===== config.mk =====
export PLATFORM = sky130hd
export DESIGN_NAME = ipm_mac
export DESIGN_NICKNAME = d
export VERILOG_FILES = /design/src/rtl/ipm_pkg.sv /design/src/rtl/ipm_mac.sv
export SDC_FILE = /design/constraint.sdc
export NUM_CORES = 2
export LEC_CHECK = 0
export BUFFER_PORTS_ARGS = -buffer_cell sky130_fd_sc_hd__buf_2
export CAP_MARGIN = 10
export CORE_MARGIN = 8
export CORE_UTILIZATION = 25
export DETAILED_ROUTE_END_ITERATION = 6
export PLACE_DENSITY = 0.42
export SYNTH_ARGS = -nofsm -noshare
export SYNTH_HDL_FRONTEND = slang
export SYNTH_SLANG_ARGS = --single-unit

===== constraint.sdc =====
create_clock -name clk_i -period 3.24 [get_ports clk_i]
set_clock_uncertainty 0.05 [all_clocks]
set_input_delay 0.486 -clock clk_i [delete_from_list [all_inputs] [get_ports clk_i]]
set_output_delay 0.486 -clock clk_i [all_outputs]
set_load 0.01 [all_outputs]

===== src/rtl/ipm_pkg.sv =====
`default_nettype none
package ipm_pkg;

  localparam int unsigned CoefW   = 32;
  localparam int unsigned FillW   = 8;
  localparam int unsigned NumCoef = 9;
  localparam int unsigned PAddrW  = 6;
  localparam int unsigned PDataW  = 64;
  localparam int unsigned RegIdxW = 3;

  // register map, index = paddr[5:3]
  typedef enum logic [RegIdxW-1:0] {
    RegPairA = 3'd0,
    RegPairB = 3'd1,
    RegPairC = 3'd2,
    RegPairD = 3'd3,
    RegLast  = 3'd4,
    RegLeft  = 3'd5,
    RegRight = 3'd6,
    RegWhite = 3'd7
  } reg_idx_e;

  typedef logic signed [CoefW-1:0] coef_t;

  // h[3*r+c] holds homography entry rc
  typedef struct packed {
    coef_t [NumCoef-1:0]  h;
    logic  [FillW-1:0]    left_fill;
    logic  [FillW-1:0]    right_fill;
    logic  [FillW-1:0]    white_fill;
  } cfg_t;

  // travels beside the data through every stage
  typedef struct packed {
    logic             valid;
    logic [FillW-1:0] fill;
  } side_t;

  typedef struct packed {
    logic dzero;
    logic negx;
    logic negy;
    logic bigx;
    logic bigy;
  } dflag_t;

endpackage
`default_nettype wire


===== src/rtl/ipm_mac.sv =====
`default_nettype none
module ipm_mac #(
  parameter int unsigned ColW     = 7,
  parameter int unsigned RowW     = 7,
  parameter int unsigned SplitCol = 57,
  parameter int unsigned SplitRow = 84,
  parameter int unsigned NumW     = 42
) (
  input  wire logic                   clk_i,
  input  wire logic                   rst_ni,
  input  wire logic                   en_i,
  input  wire logic                   valid_i,
  input  wire logic [ColW-1:0]        col_i,
  input  wire logic [RowW-1:0]        row_i,
  input  wire ipm_pkg::cfg_t          cfg_i,
  output ipm_pkg::side_t              side_o,
  output logic signed [NumW-1:0]      nx_o,
  output logic signed [NumW-1:0]      ny_o,
  output logic signed [NumW-1:0]      den_o
);
  import ipm_pkg::*;

  localparam int unsigned PW   = NumW - 2;
  localparam int unsigned CmpW = 12;

  logic signed [ColW:0]   col_s;
  logic signed [RowW:0]   row_s;
  logic signed [PW-1:0]   prod_d [6];
  logic signed [PW-1:0]   prod_q [6];
  side_t                  side1_d, side1_q, side2_q;
  logic signed [NumW-1:0] nx_q, ny_q, den_q;

  assign col_s = $signed({1'b0, col_i});
  assign row_s = $signed({1'b0, row_i});

  // stage 1: six products
  always_comb begin
    prod_d[0] = $signed(cfg_i.h[0]) * col_s;
    prod_d[1] = $signed(cfg_i.h[1]) * row_s;
    prod_d[2] = $signed(cfg_i.h[3]) * col_s;
    prod_d[3] = $signed(cfg_i.h[4]) * row_s;
    prod_d[4] = $signed(cfg_i.h[6]) * col_s;
    prod_d[5] = $signed(cfg_i.h[7]) * row_s;
    side1_d.valid = valid_i;
    if (CmpW'(row_i) > CmpW'(SplitRow)) begin
      side1_d.fill = (CmpW'(col_i) < CmpW'(SplitCol)) ? cfg_i.left_fill : cfg_i.right_fill;
    end else begin
      side1_d.fill = cfg_i.white_fill;
    end
  end

  always_ff @(posedge clk_i or negedge rst_ni) begin
    if (!rst_ni) begin
      side1_q <= '0;
      side2_q <= '0;
    end else if (en_i) begin
      side1_q <= side1_d;
      side2_q <= side1_q;
    end
  end

  // stage 2: three-term sums
  always_ff @(posedge clk_i) begin
    if (en_i) begin
      prod_q <= prod_d;
      nx_q  <= NumW'(prod_q[0]) + NumW'(prod_q[1]) + NumW'($signed(cfg_i.h[2]));
      ny_q  <= NumW'(prod_q[2]) + NumW'(prod_q[3]) + NumW'($signed(cfg_i.h[5]));
      den_q <= NumW'(prod_q[4]) + NumW'(prod_q[5]) + NumW'($signed(cfg_i.h[8]));
    end
  end

  assign side_o = side2_q;
  assign nx_o   = nx_q;
  assign ny_o   = ny_q;
  assign den_o  = den_q;

endmodule
`default_nettype wire


Word-level counts from Yosys, hierarchy flattened
Cells that the tools add are included.
{"block": "classes", "n_addsub": 6, "mul": 6, "n_lt_le_gt_ge": 2, "mux": 2}
{"cell": "$mul A32 B8 Y40", "n": 6}
{"cell": "$add A41 B32 Y42", "n": 3}
{"cell": "$add A40 B40 Y41", "n": 3}
{"cell": "$mux W8", "n": 2}
{"cell": "$gt A7 B7 Y1 const B", "n": 1}
{"cell": "$lt A7 B6 Y1 const B", "n": 1}
{"block": "totals", "regBits": 384, "input_bits": 330, "output_inout_bits": 135, "elab_cells": 29}

Depth between registers and ports, before layout
{"block": "depth", "ltp_word": 3, "depth_mapped": 22, "mapped_depth_nobuf": 20}

Worst setup path after synthesis
Ideal clock, no wire load.
{"block": "synth_path", "path_kind": "input port to flip-flop", "startpoint": "input col_i[3]", "endpoint": "register prod_q[159] (netlist bit), data pin", "setup_time_ns": 0.262, "arrival_ns": 5.493, "t_required_ns": 2.928, "setup_slack_ns": -2.565, "cell_stages": 22, "n_path_buf": 3, "path_cell_list": "clkbuf_1 > clkbuf_1 > clkbuf_1 > nand2_1 > fa_1 > fa_1 > inv_1 > fa_1 > inv_1 > fa_1 > inv_1 > ha_1 > nand2_1 > o21bai_1 > a21o_1 > a41o_1 > o31ai_4 > a31oi_2 > o221ai_4 > a31oi_4 > o311ai_4 > xnor2_1"}
{"element": "from (decl)", "line_no": "ipm_mac.sv:13", "rtl": "input wire logic [ColW-1:0] col_i,"}
{"element": "to (signal assigned)", "line_no": "ipm_mac.sv:65", "rtl": "prod_q <= prod_d;"}
{"element": "to (decl)", "line_no": "ipm_mac.sv:29", "rtl": "logic signed [PW-1:0] prod_q [6];"}

==> run_results.csv <==
group,metric,value,unit
status,status,"finished, violations left",
status,violations,"setup timing",
yosys,syn_nets,8981,
timing,setup_viol,262,
yosys,yosys_warnings,0,
global_route,antenna_found_initial,81,
hold_path,holdPathStages,4,
clock_network,cts_buffer_depth,3,
clock_network,cts_root_buffer,"clkbuf_16",
setup_path,start_kind,"primary input",
setup_path,r2r-end,"ny_o[39]",
timing,max_freq,204,MHz
routing,drc,0,
die,die_w,537,um
setup_path,cp_top_family,"adder cells",
yosys,ys_types,93,
cells_and_area,area_growth,36.8,%
yosys,synthesis.instances,6926,
global_route,grt_max_degree,98,
global_route,grt_usage,0.160,
die,design.core.area,271000,um^2
die,die_h,537,um
setup_path,reg2reg_slack,-0.75,ns
routing,first_pass_iters,5,
clock_network,cts_buffers,49,
clock_network,path_clk_slew,0.06,ns
die,dieArea,289000,um^2
setup_path,path_max_fanout,6,
routing,drt_iter0_drc,1985,
setup_path,cp_common_cell,"fa_1",
die,num_rows,191,
die,start_util,0.251,
timing,post-route-min-period,4.91,ns
yosys,syn_area_per_cell,9.81,um^2
clock_network,cts-htree-levels,2,
routing,wl,234000,um
timing,rsz0062_at_grt,"yes",
timing,relSlewSlack,0.608,
yosys,synth_edf_count,366,
yosys,syn_area,67900,um^2
setup_path,r2r_start,"prod_q[121]",
cells_and_area,nets,10900,
cells_and_area,drive_above_1_share,0.315,
routing,ant_nets,0,
yosys,ys_seq_area_frac,0.168,
run,maxCapViolations,0,
hold_path,worst_hold_path_type,"in -> reg",
setup_path,path_buf_inv,6,
pwr,ir_worst_vdd,0.600,mV
setup_path,path_class,"in -> reg",
timing,period_share,1.52,
timing,worst_pin_slew,0.586,ns
setup_path,cp.depth,22,
cells_and_area,final_area,93000,um^2
setup_path,crit_path_end_kind,"register",
global_route,grt_pass1_vias,59900,
yosys,synth-seq-cells,384,
routing,via_count,54000,
pwr,p_leak,45.2,nW
timing,finalMaxSlewViolations,0,
cells_and_area,fin_util,0.344,
global_route,grt_overflow,0,
setup_path,slowest_stage,"fa_1",
place,post-place-ws,-2.52,ns
clock_network,clock-sinks,384,
routing,routed_via_density,4.33,
place,routabilityCongestion,0.860,
clock_network,tritoncts,"yes",
setup_path,required,3.56,ns
timing,hold_violations,0,
setup_path,worstRegToRegCells,14,
setup_path,critical_path_arrival,5.23,ns
die,ios,465,
routing,wl_per_cell,18.7,um
yosys,synth-main-ff-cell,"edfxtp_1",
setup_path,worstSetupEndpoint,"prod_q[38]",
place,hpwl,200000,um
timing,fin_ws,-1.67,ns
pwr,powerDensity,1190,nW/um^2
yosys,async_flop_share,0.0469,
setup_path,path_cells,"buf_16 -> buf_12 -> buf_6 -> nand2_2 -> fa_1 -> fa_1 -> inv_1 -> fa_1 -> inv_1 -> fa_1 -> inv_2 -> ha_4 -> a2111oi_4 -> o21ai_1 -> or3b_4 -> a21oi_4 -> a31oi_4 -> nor2_4 -> a211o_1 -> a31oi_1 -> o21bai_1 -> xor2_1",
place,port_buffers,464,
setup_path,slowest_delay,0.53,ns
clock_network,insertion_delay,0.66,ns
place,placed_area,87200,um^2
global_route,grt_pass1_wl,357000,um
setup_path,startpoint,"row_i[4]",
final cells by class:
class / instances / area (um^2)
inverters: 1293 / 4850
well taps: 3570 / 4470
diodes: 29 / 72.6
repair buffers: 2072 / 16000
clock inverters: 36 / 397
fillers: 28000 / 178000
flip-flops and latches: 384 / 11400
multi-input cells: 5050 / 54500
clock buffers: 53 / 1240
cells by family (layout without fill, tap and decap cells):
| kind of cell | after synthesis | after routing | synth area share |
|---|---|---|---|
| compound gates | 991 | 991 | 0.0966 |
| other cells | 0 | 29 | 0 |
| xor+xnor | 334 | 334 | 0.0431 |
| fa+ha+maj | 1725 | 1725 | 0.441 |
| simple gates | 1971 | 1971 | 0.164 |
| flops | 384 | 384 | 0.168 |
| buf+inv | 1492 | 3454 | 0.0824 |
| mux | 29 | 29 | 0.00460 |
worst min path at each step:
stage | slack [ns] | endpoint | startpoint
3_3_place_gp | 0.40 | side1_q[1] | rst_ni
4_1_cts | 0.03 | side1_q[5] | cfg_i[5]
6_report | 0.10 | side1_q[5] | cfg_i[5]
5_1_grt | 0.07 | side1_q[6] | cfg_i[6]
2_1_floorplan | 0.14 | side1_q[0] | rst_ni
3_5_place_dp | 0.41 | side1_q[7] | rst_ni
cells in the mapped netlist, types with 64 or more instances:
cell         n  area [um^2]
a21o_1     209         1570
a21oi_1    304         1520
and2_1    1231         7700
clkbuf_1   195          732
edfxtp_1   366        11000
fa_1      1119        22400
ha_1       606         7580
inv_1     1293         4850
nand2_1    313         1170
nand3_1     64          320
nor2_1     149          559
o21ai_0    118          591
xnor2_1    219         1920
xor2_1     115         1010
sequential cells by signal, indices dropped and copies added, names as in the netlist:
signal	flops
side1_q	9
den_o	42
side_o	9
nx_o	42
prod_q	240
ny_o	42
worst reg2reg max path, delay by kind of cell, from the launching register on:
family / cells / cell delay (ns)
compound gates: 8 / 1.77
xor+xnor: 1 / 0.22
fa+ha+maj: 3 / 1.12
buf+inv: 1 / 0.04
flops: 1 / 0.44
simple gates: 1 / 0.12
power breakdown:
part,leakage [nW],total (W),switching [W],internal (W)
combinational,40.6,0.0912,0.0456,0.0456
sequential,3.80,0.0133,0.00211,0.0112
clock,0.793,0.00586,0.00257,0.00329
total,45.2,0.110,0.0503,0.0601
metal layers:
metal,vias up,track usage,routed length [um]
met5,-,0,168
met4,26,0.0449,7370
met3,272,0.0269,11400
met2,905,0.292,118000
met1,26900,0.194,96500
li1,25900,-,-
repair_timing:
item | in CTS | in global routing
gates resized for setup | 377 | 199
cloned | 19 | 5
buffers inserted | 79 | 53
hold buffers | 2 | 0
pin swaps | 258 | 196
hold endpoints to repair | 19 | 0
setup endpoints to repair | 266 | 277
stage by stage:
step	hold slack [ns]	total power, W	std cells	TNS (ns)
finish	0.102	0.110	12500	-252.62
global route	0.0663	0.121	12500	-289.18
CTS	0.0315	0.110	12400	-243.57
detailed placement	0.405	0.0990	12200	-418.45
global placement	0.399	0.0991	12200	-417.19
floorplan	0.140	0.0586	6926	-263.92
placed cells by master, fill, tap and decap left out, types with 135 or more instances in the layout:
| cell type | netlist | routed |
|---|---|---|
| buf_4 | 0 | 1459 |
| inv_1 | 1293 | 1238 |
| and2_1 | 1231 | 1165 |
| fa_1 | 1119 | 1052 |
| ha_1 | 606 | 509 |
| buf_2 | 0 | 449 |
| edfxtp_1 | 366 | 366 |
| nand2_1 | 313 | 292 |
| a21oi_1 | 304 | 213 |
| a21o_1 | 209 | 209 |
| xnor2_1 | 219 | 193 |
| nor2_1 | 149 | 135 |
Power figures use the tool's default switching activity.
