===== src/rtl/ipm_pkg.sv =====
`default_nettype none
package ipm_pkg;

  localparam int unsigned CoefW   = 32;
  localparam int unsigned FillW   = 8;
  localparam int unsigned NumCoef = 9;
  localparam int unsigned PAddrW  = 6;
  localparam int unsigned PDataW  = 64;
  localparam int unsigned RegIdxW = 3;

  // register map, index = paddr[5:3]
  typedef enum logic [RegIdxW-1:0] {
    RegPairA = 3'd0,
    RegPairB = 3'd1,
    RegPairC = 3'd2,
    RegPairD = 3'd3,
    RegLast  = 3'd4,
    RegLeft  = 3'd5,
    RegRight = 3'd6,
    RegWhite = 3'd7
  } reg_idx_e;

  typedef logic signed [CoefW-1:0] coef_t;

  // h[3*r+c] holds homography entry rc
  typedef struct packed {
    coef_t [NumCoef-1:0]  h;
    logic  [FillW-1:0]    left_fill;
    logic  [FillW-1:0]    right_fill;
    logic  [FillW-1:0]    white_fill;
  } cfg_t;

  // travels beside the data through every stage
  typedef struct packed {
    logic             valid;
    logic [FillW-1:0] fill;
  } side_t;

  typedef struct packed {
    logic dzero;
    logic negx;
    logic negy;
    logic bigx;
    logic bigy;
  } dflag_t;

endpackage
`default_nettype wire


===== src/rtl/ipm_regs.sv =====
`default_nettype none
module ipm_regs (
  input  wire logic                   clk_i,
  input  wire logic                   rst_ni,
  input  wire logic                   psel,
  input  wire logic                   penable,
  input  wire logic                   pwrite,
  input  wire logic [ipm_pkg::PAddrW-1:0] paddr,
  input  wire logic [ipm_pkg::PDataW-1:0] pwdata,
  output logic      [ipm_pkg::PDataW-1:0] prdata,
  output logic                        pready,
  output ipm_pkg::cfg_t               cfg_o
);
  import ipm_pkg::*;

  logic [63:0]      pair_a_q, pair_b_q, pair_c_q, pair_d_q;
  logic [CoefW-1:0] last_q;
  logic [FillW-1:0] left_q, right_q, white_q;
  logic             wr_en;
  reg_idx_e         idx;

  assign pready = 1'b1;
  assign wr_en  = psel && penable && pwrite;
  assign idx    = reg_idx_e'(paddr[PAddrW-1:PAddrW-RegIdxW]);

  always_ff @(posedge clk_i or negedge rst_ni) begin
    if (!rst_ni) begin
      pair_a_q <= '0;
      pair_b_q <= '0;
      pair_c_q <= '0;
      pair_d_q <= '0;
      last_q   <= '0;
      left_q   <= '0;
      right_q  <= '0;
      white_q  <= '1;
    end else if (wr_en) begin
      unique case (idx)
        RegPairA: pair_a_q <= pwdata;
        RegPairB: pair_b_q <= pwdata;
        RegPairC: pair_c_q <= pwdata;
        RegPairD: pair_d_q <= pwdata;
        RegLast:  last_q   <= pwdata[CoefW-1:0];
        RegLeft:  left_q   <= pwdata[FillW-1:0];
        RegRight: right_q  <= pwdata[FillW-1:0];
        RegWhite: white_q  <= pwdata[FillW-1:0];
        default:  ;
      endcase
    end
  end

  always_comb begin
    unique case (idx)
      RegPairA: prdata = pair_a_q;
      RegPairB: prdata = pair_b_q;
      RegPairC: prdata = pair_c_q;
      RegPairD: prdata = pair_d_q;
      RegLast:  prdata = PDataW'(last_q);
      RegLeft:  prdata = PDataW'(left_q);
      RegRight: prdata = PDataW'(right_q);
      RegWhite: prdata = PDataW'(white_q);
      default:  prdata = '0;
    endcase
  end

  always_comb begin
    cfg_o.h[0]       = pair_a_q[31:0];
    cfg_o.h[1]       = pair_a_q[63:32];
    cfg_o.h[2]       = pair_b_q[31:0];
    cfg_o.h[3]       = pair_b_q[63:32];
    cfg_o.h[4]       = pair_c_q[31:0];
    cfg_o.h[5]       = pair_c_q[63:32];
    cfg_o.h[6]       = pair_d_q[31:0];
    cfg_o.h[7]       = pair_d_q[63:32];
    cfg_o.h[8]       = last_q;
    cfg_o.left_fill  = left_q;
    cfg_o.right_fill = right_q;
    cfg_o.white_fill = white_q;
  end

endmodule
`default_nettype wire


===== config.mk =====
export PLATFORM = sky130hd
export DESIGN_NAME = ipm_regs
export DESIGN_NICKNAME = d
export VERILOG_FILES = /design/src/rtl/ipm_pkg.sv /design/src/rtl/ipm_regs.sv
export SDC_FILE = /design/constraint.sdc
export NUM_CORES = 1
export LEC_CHECK = 0
export ABC_AREA = 1
export BUFFER_PORTS_ARGS = -buffer_cell sky130_fd_sc_hd__buf_2
export CAP_MARGIN = 20
export CELL_PAD_IN_SITES_DETAIL_PLACEMENT = 0
export CELL_PAD_IN_SITES_GLOBAL_PLACEMENT = 1
export CORE_MARGIN = 3
export CORE_UTILIZATION = 37
export CTS_BUF_LIST = sky130_fd_sc_hd__clkbuf_16
export DETAILED_ROUTE_END_ITERATION = 8
export PLACE_DENSITY = 0.79
export SLEW_MARGIN = 20
export SYNTH_ARGS = -nofsm -noshare
export SYNTH_HDL_FRONTEND = slang
export SYNTH_SLANG_ARGS = --single-unit

===== constraint.sdc =====
create_clock -name clk_i -period 1.6 [get_ports clk_i]
set_input_delay 0.32 -clock clk_i [delete_from_list [all_inputs] [get_ports clk_i]]
set_output_delay 0.32 -clock clk_i [all_outputs]
set_load 0.01 [all_outputs]

* Word-level counts from Yosys, hierarchy flattened
Cells that the tools add are included.
Storage, ports and cells: input port bits 75, logic and storage cells 27, flip-flop bits (word level) 312
Operators by class: mux-type cells 1, eq/ne operators 7, reductions and logical operators 11
Operators with widths (count):
- one-hot mux 64 bit (8 select lines) | 1
- AND reduction 2 bit | 8
- == test 3 bit, second input constant | 4
- == test 3 x 2 -> 1 bit, second input constant | 2
- == test 3 x 1 -> 1 bit, second input constant | 1
- logical NOT 3 bit | 1
- logical AND 1 bit | 2

* Depth between registers and ports, before layout
Gate-level depths: netlist of run 1.
depth after elaboration 3, gate-level depth with buffers 9, gate-level depth less buffers 6

* Least setup slack after synthesis of run 1
No wires, ideal clock.
path kind input -> output, start input paddr[3] (netlist bit), end output prdata[32] (netlist bit), arrival 1.237 ns, setup slack 0.043 ns, data required time 1.280 ns, buffers on the path 2, cell stages on the path 7, cell sequence buf_6 -> nor2_8 -> nand2_2 -> inv_2 -> clkbuf_1 -> nand2_1 -> nand4_1
On the way: word-level cells in the longest chain between the ends 2, elaborated cells between the ends (all ways) 9, those cells by class 7 x eq/ne; 1 x mux; 1 x reduce/logical
RTL lines:
- start: declaration | line ipm_regs.sv:8 | input wire logic [ipm_pkg::PAddrW-1:0] paddr,
- == test 3 bit, or another cell as far along | line ipm_regs.sv:52 | unique case (idx)
- one-hot mux 64 bit (8 select lines) (*) | line ipm_regs.sv:52
- end: declaration | line ipm_regs.sv:10 | output logic [ipm_pkg::PDataW-1:0] prdata,
Mark *: on every way between the ends. The rest lies on a longest branch, timed or not.

* Final worst setup path of run 1
start input paddr[4] (netlist bit), end output prdata[28] (netlist bit)
Same word-level chain as after synthesis.

==> results of run 1 <==
[report_power, final]
| group | internal [uW] | switching (uW) | total [uW] |
|---|---|---|---|
| Combinational | 2790 | 3650 | 6440 |
| Clock | 4330 | 3230 | 7560 |
| Sequential | 9500 | 1550 | 11100 |
| Total | 16600 | 8440 | 25100 |
[layout make-up]
cell class,instances,area (um2),share of cell area [%]
clock buffer,37,925.9,4.695
timing repair buffer,603,4352,22.07
antenna,1,2.502,0.01269
sequential,312,7820,39.66
tap,504,630.6,3.198
inverter,101,394.1,1.999
clock inverter,28,143.9,0.7297
multi-input combinational,1107,5450,27.64
[through the flow]
step | setup TNS, ps | hold slack (ps) | area, um2 | utilization (%) | worst slack, ps
after floorplan | 0 | 24.41 | 14140 | - | 42.84
after global placement | -47270 | 258.7 | 17590 | 47.37 | -307.2
after detailed placement | -50300 | 264.2 | 17590 | 47.37 | -316.9
after CTS | -13730 | 5.898 | 19260 | 51.86 | -270.6
after global routing | -14470 | 43.31 | 19720 | 53.10 | -294.6
final | -9435 | 28.67 | 19720 | 53.10 | -233.1
[cell families (layout without fill, tap and decap cells)]
logic type	Yosys count	count (layout)	synth area share [%]
DFF	312	312	55.30
buffers and inverters	219	769	7.921
and+or+nand+nor	769	770	23.27
other	1	2	0.02653
AOI/OAI and AO/OA	336	336	13.49
[what timing repair did]
item,CTS,global route
pin swaps,38,53
setup endpoints to repair,64,135
hold buffers,1,0
gates cloned,7,3
gates resized for setup,48,91
endpoints found under the hold margin,30,0
setup buffers,33,17
[critical path, cell delays in order]
cell and delay, ps:
buf_12 120, buf_8 120, nor3_4 220, buf_6 180, buf_12 160, nand2_2 50, nand2_1 50, nor2_1 40
nand2_1 90, buf_2 140
[flip-flops by register name, indices dropped and copies added (netlist names)]
register	flops
pair_d_q	64
left_q	8
white_q	8
pair_c_q	64
pair_a_q	64
pair_b_q	64
right_q	8
last_q	32
[routing by layer]
| layer | share of wire [%] | wire [um] | track usage, % |
|---|---|---|---|
| met5 | 0.049 | 27 | 0 |
| met4 | 3.7 | 2046 | 10.04 |
| met3 | 8.7 | 4741 | 6.698 |
| met2 | 47 | 25920 | 41.32 |
| met1 | 40 | 22050 | 34.33 |
[cell usage in the layout (no fill, tap or decap), types with 4 or more instances in the layout]
master and n:
buf_12 49, buf_4 87, dfstp_2 8, clkbuf_16 40, inv_1 108, clkinv_2 4
buf_8 4, buf_6 26, nand3_1 38, nand2_1 445, dfrtp_1 302, nand2_4 15
nand2_2 32, nor2_2 8, o21ai_1 123, o21ai_2 61, a21oi_1 72, buf_16 5
nand3_2 7, buf_2 428, o21ai_0 80, nor2_1 113, nand4_1 104, clkinv_1 9
[worst min-delay path by stage]
stage / start / end / slack, ps
floorplan: rst_ni / last_q[0] / 20
global placement: rst_ni / pair_c_q[26] / 260
detailed placement: rst_ni / pair_c_q[26] / 260
CTS: pwdata[5] / right_q[5] / 6
global route: pwdata[1] / right_q[1] / 40
finish: pwdata[2] / right_q[2] / 30
==> metrics.cfg, run 1 <==
[sta]
finalCritPeriodShare_pct=114.6
rsz0062_at_grt=yes
skew_ps=0
hold_violations=0
fmax_mhz=545.5
drv_slew=0
finalWorstSetupSlack_ps=-233.1
setup_violations=64
period_needed_ps=1833

[power]
ir_worst_vdd_mv=0.8095
totalPowerFinal_uw=25050
powerDensity_mw_per_mm2=1271
p_leak_uw=0.01047

[drt]
routedWlPerCell_um=20.34
drc_errors=0
dr.pass1.iters=5
ant_nets=0
viasPerCell=5.114
wl_mm=54.78
vias=13771
dr.first_iter.drc_count=1040

[critical_path]
worstPathArrival_ps=1510
start_kind=input port
required_ps=1280
crit_start=paddr[4]
reg2regPathDepth=4
crit_fanout=8
crit_end=prdata[28]
cp-end-kind=primary output
reg2reg_from=left_q[6]
rr_endpoint=left_q[6]
r2r_setup_slack_ps=700
critPathKind=in2out

[clocking]
root_buffer=clkbuf_16
clk_latency_ps=510
clock-sinks=312
cts_buffer_depth=3
h-tree-depth=2
clk_pin_slew_ps=60
cts_buffers=37
cts_tree=yes

[synth]
synth_edf_count=0
yosysWarnings=0
ys_types=29
yosysTopAreaCell=dfrtp_1
ys_ff_latch=312
yosysMostFrequentCell=nand2_1
synthTopCellsByCount=nand2_1 (490), dfrtp_1 (304), nor2_1 (121)
synth_area_leaders=dfrtp_1 (54%), nand2_1 (13%), nand4_1 (4.6%), o21ai_1 (4.0%), o21ai_2 (3.7%)
netlist_area_mm2=0.01414
async_reset_ff_share_pct=100.0
syn_nets=1712
synth_seq_area_share_pct=55.30
synthFlopType=dfrtp_1
synth_area_per_cell_um2=8.636
synthCells=1637
synth_top_area_share_pct=53.81

[place]
place_congestion=0.8993
dp_cells=2570
port_buffers=447
hpwl_mm=37.41

[grt]
overflow=0
gr-usage-all-layers_pct=26.00
grt_max_degree=67
grt_pass1_vias=13412
grt_pass1_wl_mm=82.68
grt_antenna_before_repair=3

[outcome]
outcome=finished with violations
violations=negative setup slack

[floorplan]
start_util_pct=38.07
die-area_mm2=0.04059
core_area_mm2=0.03714
die_h_um=201.5
io_pins=452
fp-row-count=70
die_w_um=201.5

[hold_path]
min_path_cells=3
hp-class=in2reg

[layout]
area_delta_synth_final_pct=39.48
drive_above_1_share_pct=36.20
final_cells=2693
fillers=3574
nNetsFinal=2237

[job]
maxCapViolations=0

(Power assumes the default switching activity.)
==> run 2: changes to the inputs <==
==> constraint.sdc (replaced) <==
create_clock -name clk_i -period 1.83 [get_ports clk_i]
set_input_delay 0.366 -clock clk_i [delete_from_list [all_inputs] [get_ports clk_i]]
set_output_delay 0.366 -clock clk_i [all_outputs]
set_load 0.01 [all_outputs]
==> metrics.cfg, run 2 (same netlist as run 1, synthesis figures left out) <==
[clocking]
cts_buffer_depth=3
cts_tree=yes
root_buffer=clkbuf_16
cts_buffers=36
clock-sinks=312
h-tree-depth=2
clk_pin_slew_ps=60
clk_latency_ps=510

[grt]
gr-usage-all-layers_pct=24.52
grt_max_degree=73
overflow=0
grt_pass1_vias=13044
grt_antenna_before_repair=3
grt_pass1_wl_mm=78.84

[hold_path]
min_path_cells=3
hp-start=pwdata[0]
hp-class=in2reg

[outcome]
violations=negative setup slack
outcome=finished with violations

[place]
dp_cells=2542
hpwl_mm=35.48
place_congestion=0.8779
placed_area_mm2=0.01728
port_buffers=447

[critical_path]
reg2regPathDepth=4
cp_cell_sequence=buf_12 > inv_8 > nor3_4 > buf_6 > buf_4 > buf_12 > nand2_2 > nand2_1 > nor2_1 > nand2_1 > buf_2
crit_fanout=8
critPathTopFamily=buffers and inverters
worstPathArrival_ps=1480
reg2reg_from=white_q[4]
cp-end-kind=primary output
required_ps=1460
crit_buf_inv=6
start_kind=input port
crit_start=paddr[3]
critPathKind=in2out
critPathSlowestCell=nor3_4
critical_path.max_stage_delay_ps=170
critical_path_depth=11

[sta]
hold_violations=0
fmax_mhz=540.4
whs_ps=87.84
finalCritPeriodShare_pct=101.1
skew_ps=0
period_needed_ps=1850
finalWorstSetupSlack_ps=-20.32
rsz0062_at_grt=yes
setup_violations=16
drv_slew=0
tns_ps=-116.9

[job]
maxCapViolations=0

[floorplan]
die_w_um=201.5
io_pins=452
start_util_pct=38.07
die_h_um=201.5
die-area_mm2=0.04059
fp-row-count=70
core_area_mm2=0.03714

[drt]
wl_mm=52.23
viasPerCell=5.097
dr.pass1.iters=5
ant_nets=0
dr.first_iter.drc_count=929
drc_errors=0
routedWlPerCell_um=19.74
vias=13487

[power]
ir_worst_vdd_mv=0.7377
p_leak_uw=0.01017
powerDensity_mw_per_mm2=1136

[layout]
stdcell_area_mm2=0.01917
fin_util_pct=51.63
area_delta_synth_final_pct=35.63
final_cells=2646
nNetsFinal=2191
drive_above_1_share_pct=35.03
final_cell_mix=nand2_1 (440), buf_2 (434), dfrtp_1 (304), o21ai_1 (117), nor2_1 (113)
final_common_cell=nand2_1

## run 2: cell types whose count changed in the layout (fill, tap and decap cells not counted), sizes merged
cell and change:
buf -46, nand3 -1, clkinv +2, inv -3
clkinvlp -2, clkbuf +2, bufinv +1
## run 2: where the power goes
part | internal (uW) | switching, uW
logic | 2320 | 3200
registers | 8300 | 1250
clock network | 3930 | 2790
## run 2: per-stage QoR
step / setup WS (ps) / total power, uW
after floorplan: 180.8 / 11910
after global placement: -147.9 / 14740
after detailed placement: -152.8 / 14860
after CTS: -24.84 / 21760
after global routing: -125.7 / 22950
final: -20.32 / 21780
## run 2: worst paths after layout
kind | end | slack (ps)
max | prdata[27] | -20
min | right_q[0] | 90
max reg2reg | white_q[4] | 900
min reg2reg | last_q[23] | 510
max in group asynchronous | last_q[3] | 710
min in group asynchronous | pair_d_q[26] | 340
## run 2: what timing repair did
item / 4_1_cts / 5_1_grt
hold endpoints to repair: 29 / 0
hold buffers: 1 / 0
endpoints found under the setup margin: 64 / 62
cloned: 4 / 5
setup buffers: 16 / 14
resized for setup: 28 / 81
pin swaps: 12 / 38
## run 2: layer usage
| layer | share of wire [%] | global-route usage [%] |
|---|---|---|
| met5 | 0.040 | 0 |
| met3 | 8.7 | 7.038 |
| met4 | 2.7 | 7.874 |
| met1 | 41 | 31.94 |
| met2 | 47 | 39.71 |
## run 2: worst register-to-register path, cell delays in order (launching register included)
cell and delay, ps:
dfstp_2 530, buf_4 100, buf_4 100, nand2_1 50, o21ai_1 80
## run 2: area by class of cell
| type | instances | area, um2 |
|---|---|---|
| diodes | 1 | 2.502 |
| clock buffers | 37 | 925.9 |
| clock inverters | 26 | 163.9 |
| fillers | 3594 | 17960 |
| inverters | 101 | 401.6 |
| multi-input cells | 1106 | 5424 |
| flip-flops and latches | 312 | 7818 |
| well taps | 504 | 630.6 |
| repair buffers | 559 | 3809 |
==> run 3: changes to the inputs <==
--- a/config.mk
+++ b/config.mk
@@ -6,15 +6,16 @@
 export NUM_CORES = 1
 export LEC_CHECK = 0
 export ABC_AREA = 1
-export BUFFER_PORTS_ARGS = -buffer_cell sky130_fd_sc_hd__buf_2
 export CAP_MARGIN = 20
 export CELL_PAD_IN_SITES_DETAIL_PLACEMENT = 0
 export CELL_PAD_IN_SITES_GLOBAL_PLACEMENT = 1
 export CORE_MARGIN = 3
-export CORE_UTILIZATION = 37
+export CORE_UTILIZATION = 46
 export CTS_BUF_LIST = sky130_fd_sc_hd__clkbuf_16
 export DETAILED_ROUTE_END_ITERATION = 8
-export PLACE_DENSITY = 0.79
+export DONT_BUFFER_PORTS = 1
+export PLACE_DENSITY = 0.78
+export REMOVE_ABC_BUFFERS = 1
 export SLEW_MARGIN = 20
 export SYNTH_ARGS = -nofsm -noshare
 export SYNTH_HDL_FRONTEND = slang
==> metrics.cfg, run 3 (same netlist as run 1, synthesis figures left out) <==
[outcome]
outcome=finished with violations
violations=negative hold slack

[critical_path]
critPathKind=reg2out
cp_cell_sequence=nand4_1 > nand2_1 > nor2_1 > nand3_2
worstPathArrival_ps=1450
start_kind=register
reg2reg_from=white_q[2]
critPathSlowestCell=dfrtp_1
cp-end-kind=primary output
crit_start=pair_c_q[0]
crit_fanout=3
critical_path.max_stage_delay_ps=470
required_ps=1460

[clocking]
root_buffer=clkbuf_16
post_cts_buffers=0
cts-hold-fix-buffers=7
cts_tree=yes
h-tree-depth=2
clk_latency_ps=490
cts_buffer_depth=3
clk_pin_slew_ps=60
clock-sinks=312
cts_buffers=34

[power]
totalPowerFinal_uw=19500
powerDensity_mw_per_mm2=1250
p_leak_uw=0.007466
ir_worst_vdd_mv=0.9085

[sta]
period_needed_ps=1816
skew_ps=0
drv_slew=0
slew-limit-headroom_pct=61.47
finalCritPeriodShare_pct=99.25
whs_ps=-438.1
setup_violations=0
fmax_mhz=550.6
tns_ps=0
rsz0062_at_grt=yes
hold_violations=304
worst_pin_slew_ps=577.9

[layout]
multiInputGateArea_mm2=0.005286
area_delta_synth_final_pct=10.31
fillers=2877
diodes=0
final_cell_mix=nand2_1 (485), dfrtp_1 (286), nor2_1 (117), o21ai_1 (116), inv_1 (110)
nNetsFinal=1668
ff_latch_area_mm2=0.007840
drive_above_1_share_pct=11.98
fin_util_pct=52.06
final_common_cell=nand2_1
final_cells=2009

[place]
dp_cells=1940
hpwl_mm=28.89
port_buffers=0
place_congestion=0.8506

[drt]
dr.pass1.iters=6
vias=11277
dr.first_iter.drc_count=748
routedWlPerCell_um=22.39
viasPerCell=5.613
drc_errors=0
wl_mm=44.99
ant_nets=0

[floorplan]
die_w_um=181.3
die-area_mm2=0.03287
start_util_pct=47.20
core_area_mm2=0.02995
die_h_um=181.3
io_pins=452
fp-row-count=63

[grt]
grt_max_degree=313
gr-usage-all-layers_pct=26.74
grt_pass1_vias=11043
overflow=0
grt_pass1_wl_mm=69.29
grt_antenna_before_repair=0

[hold_path]
hp-class=in2async

[job]
maxCapViolations=0

## run 3: final timing paths
| kind | to | slack, ps | depth (start not counted) |
|---|---|---|---|
| max | prdata[0] | 10 | 4 |
| min | pair_a_q[58] | -440 | 0 |
| max reg2reg | white_q[2] | 1010 | 2 |
| min reg2reg | white_q[6] | 520 | 2 |
| max in group asynchronous | last_q[5] | 1760 | 0 |
| min in group clk_i | right_q[2] | 20 | 2 |
## run 3: metrics by stage
stage,worst slack [ps],area [um2]
2_1_floorplan,-3338,13400
3_3_place_gp,135.4,14370
3_5_place_dp,106.3,14370
4_1_cts,1.338,15540
5_1_grt,-71.01,15600
6_report,13.76,15600
## run 3: what timing repair did
| item | in CTS | in global routing |
|---|---|---|
| endpoints found under the hold margin | 319 | 312 |
| pin swaps | 0 | 20 |
| setup endpoints to repair | 7 | 18 |
| resized for setup | 7 | 27 |
| cloned | 0 | 0 |
## run 3: layout make-up
cell class / instances / area share (%)
clock buffer: 37 / 5.937
clock inverter: 25 / 0.9788
inverter: 101 / 2.479
multi-input combinational: 1106 / 33.90
sequential: 312 / 50.27
tap: 390 / 3.129
timing repair buffer: 38 / 3.306
## run 3: worst max-delay path: cells and delay by family, from the launching register on
family           cells  cell delay [ps]
flip-flops           1              470
AND/OR/NAND/NOR      4              480
## run 3: layer usage
layer	share of wire, %	vias up	global-route usage (%)
li1	-	5290	-
met1	40	5451	34.18
met2	48	460	43.96
met3	8.9	76	8.718
met4	2.4	0	7.313
met5	0	-	0
## run 3: power breakdown
part	switching [uW]	total [uW]	internal, uW
clock	2720	6620	3900
sequential	2320	10600	8310
combinational	1320	2250	928
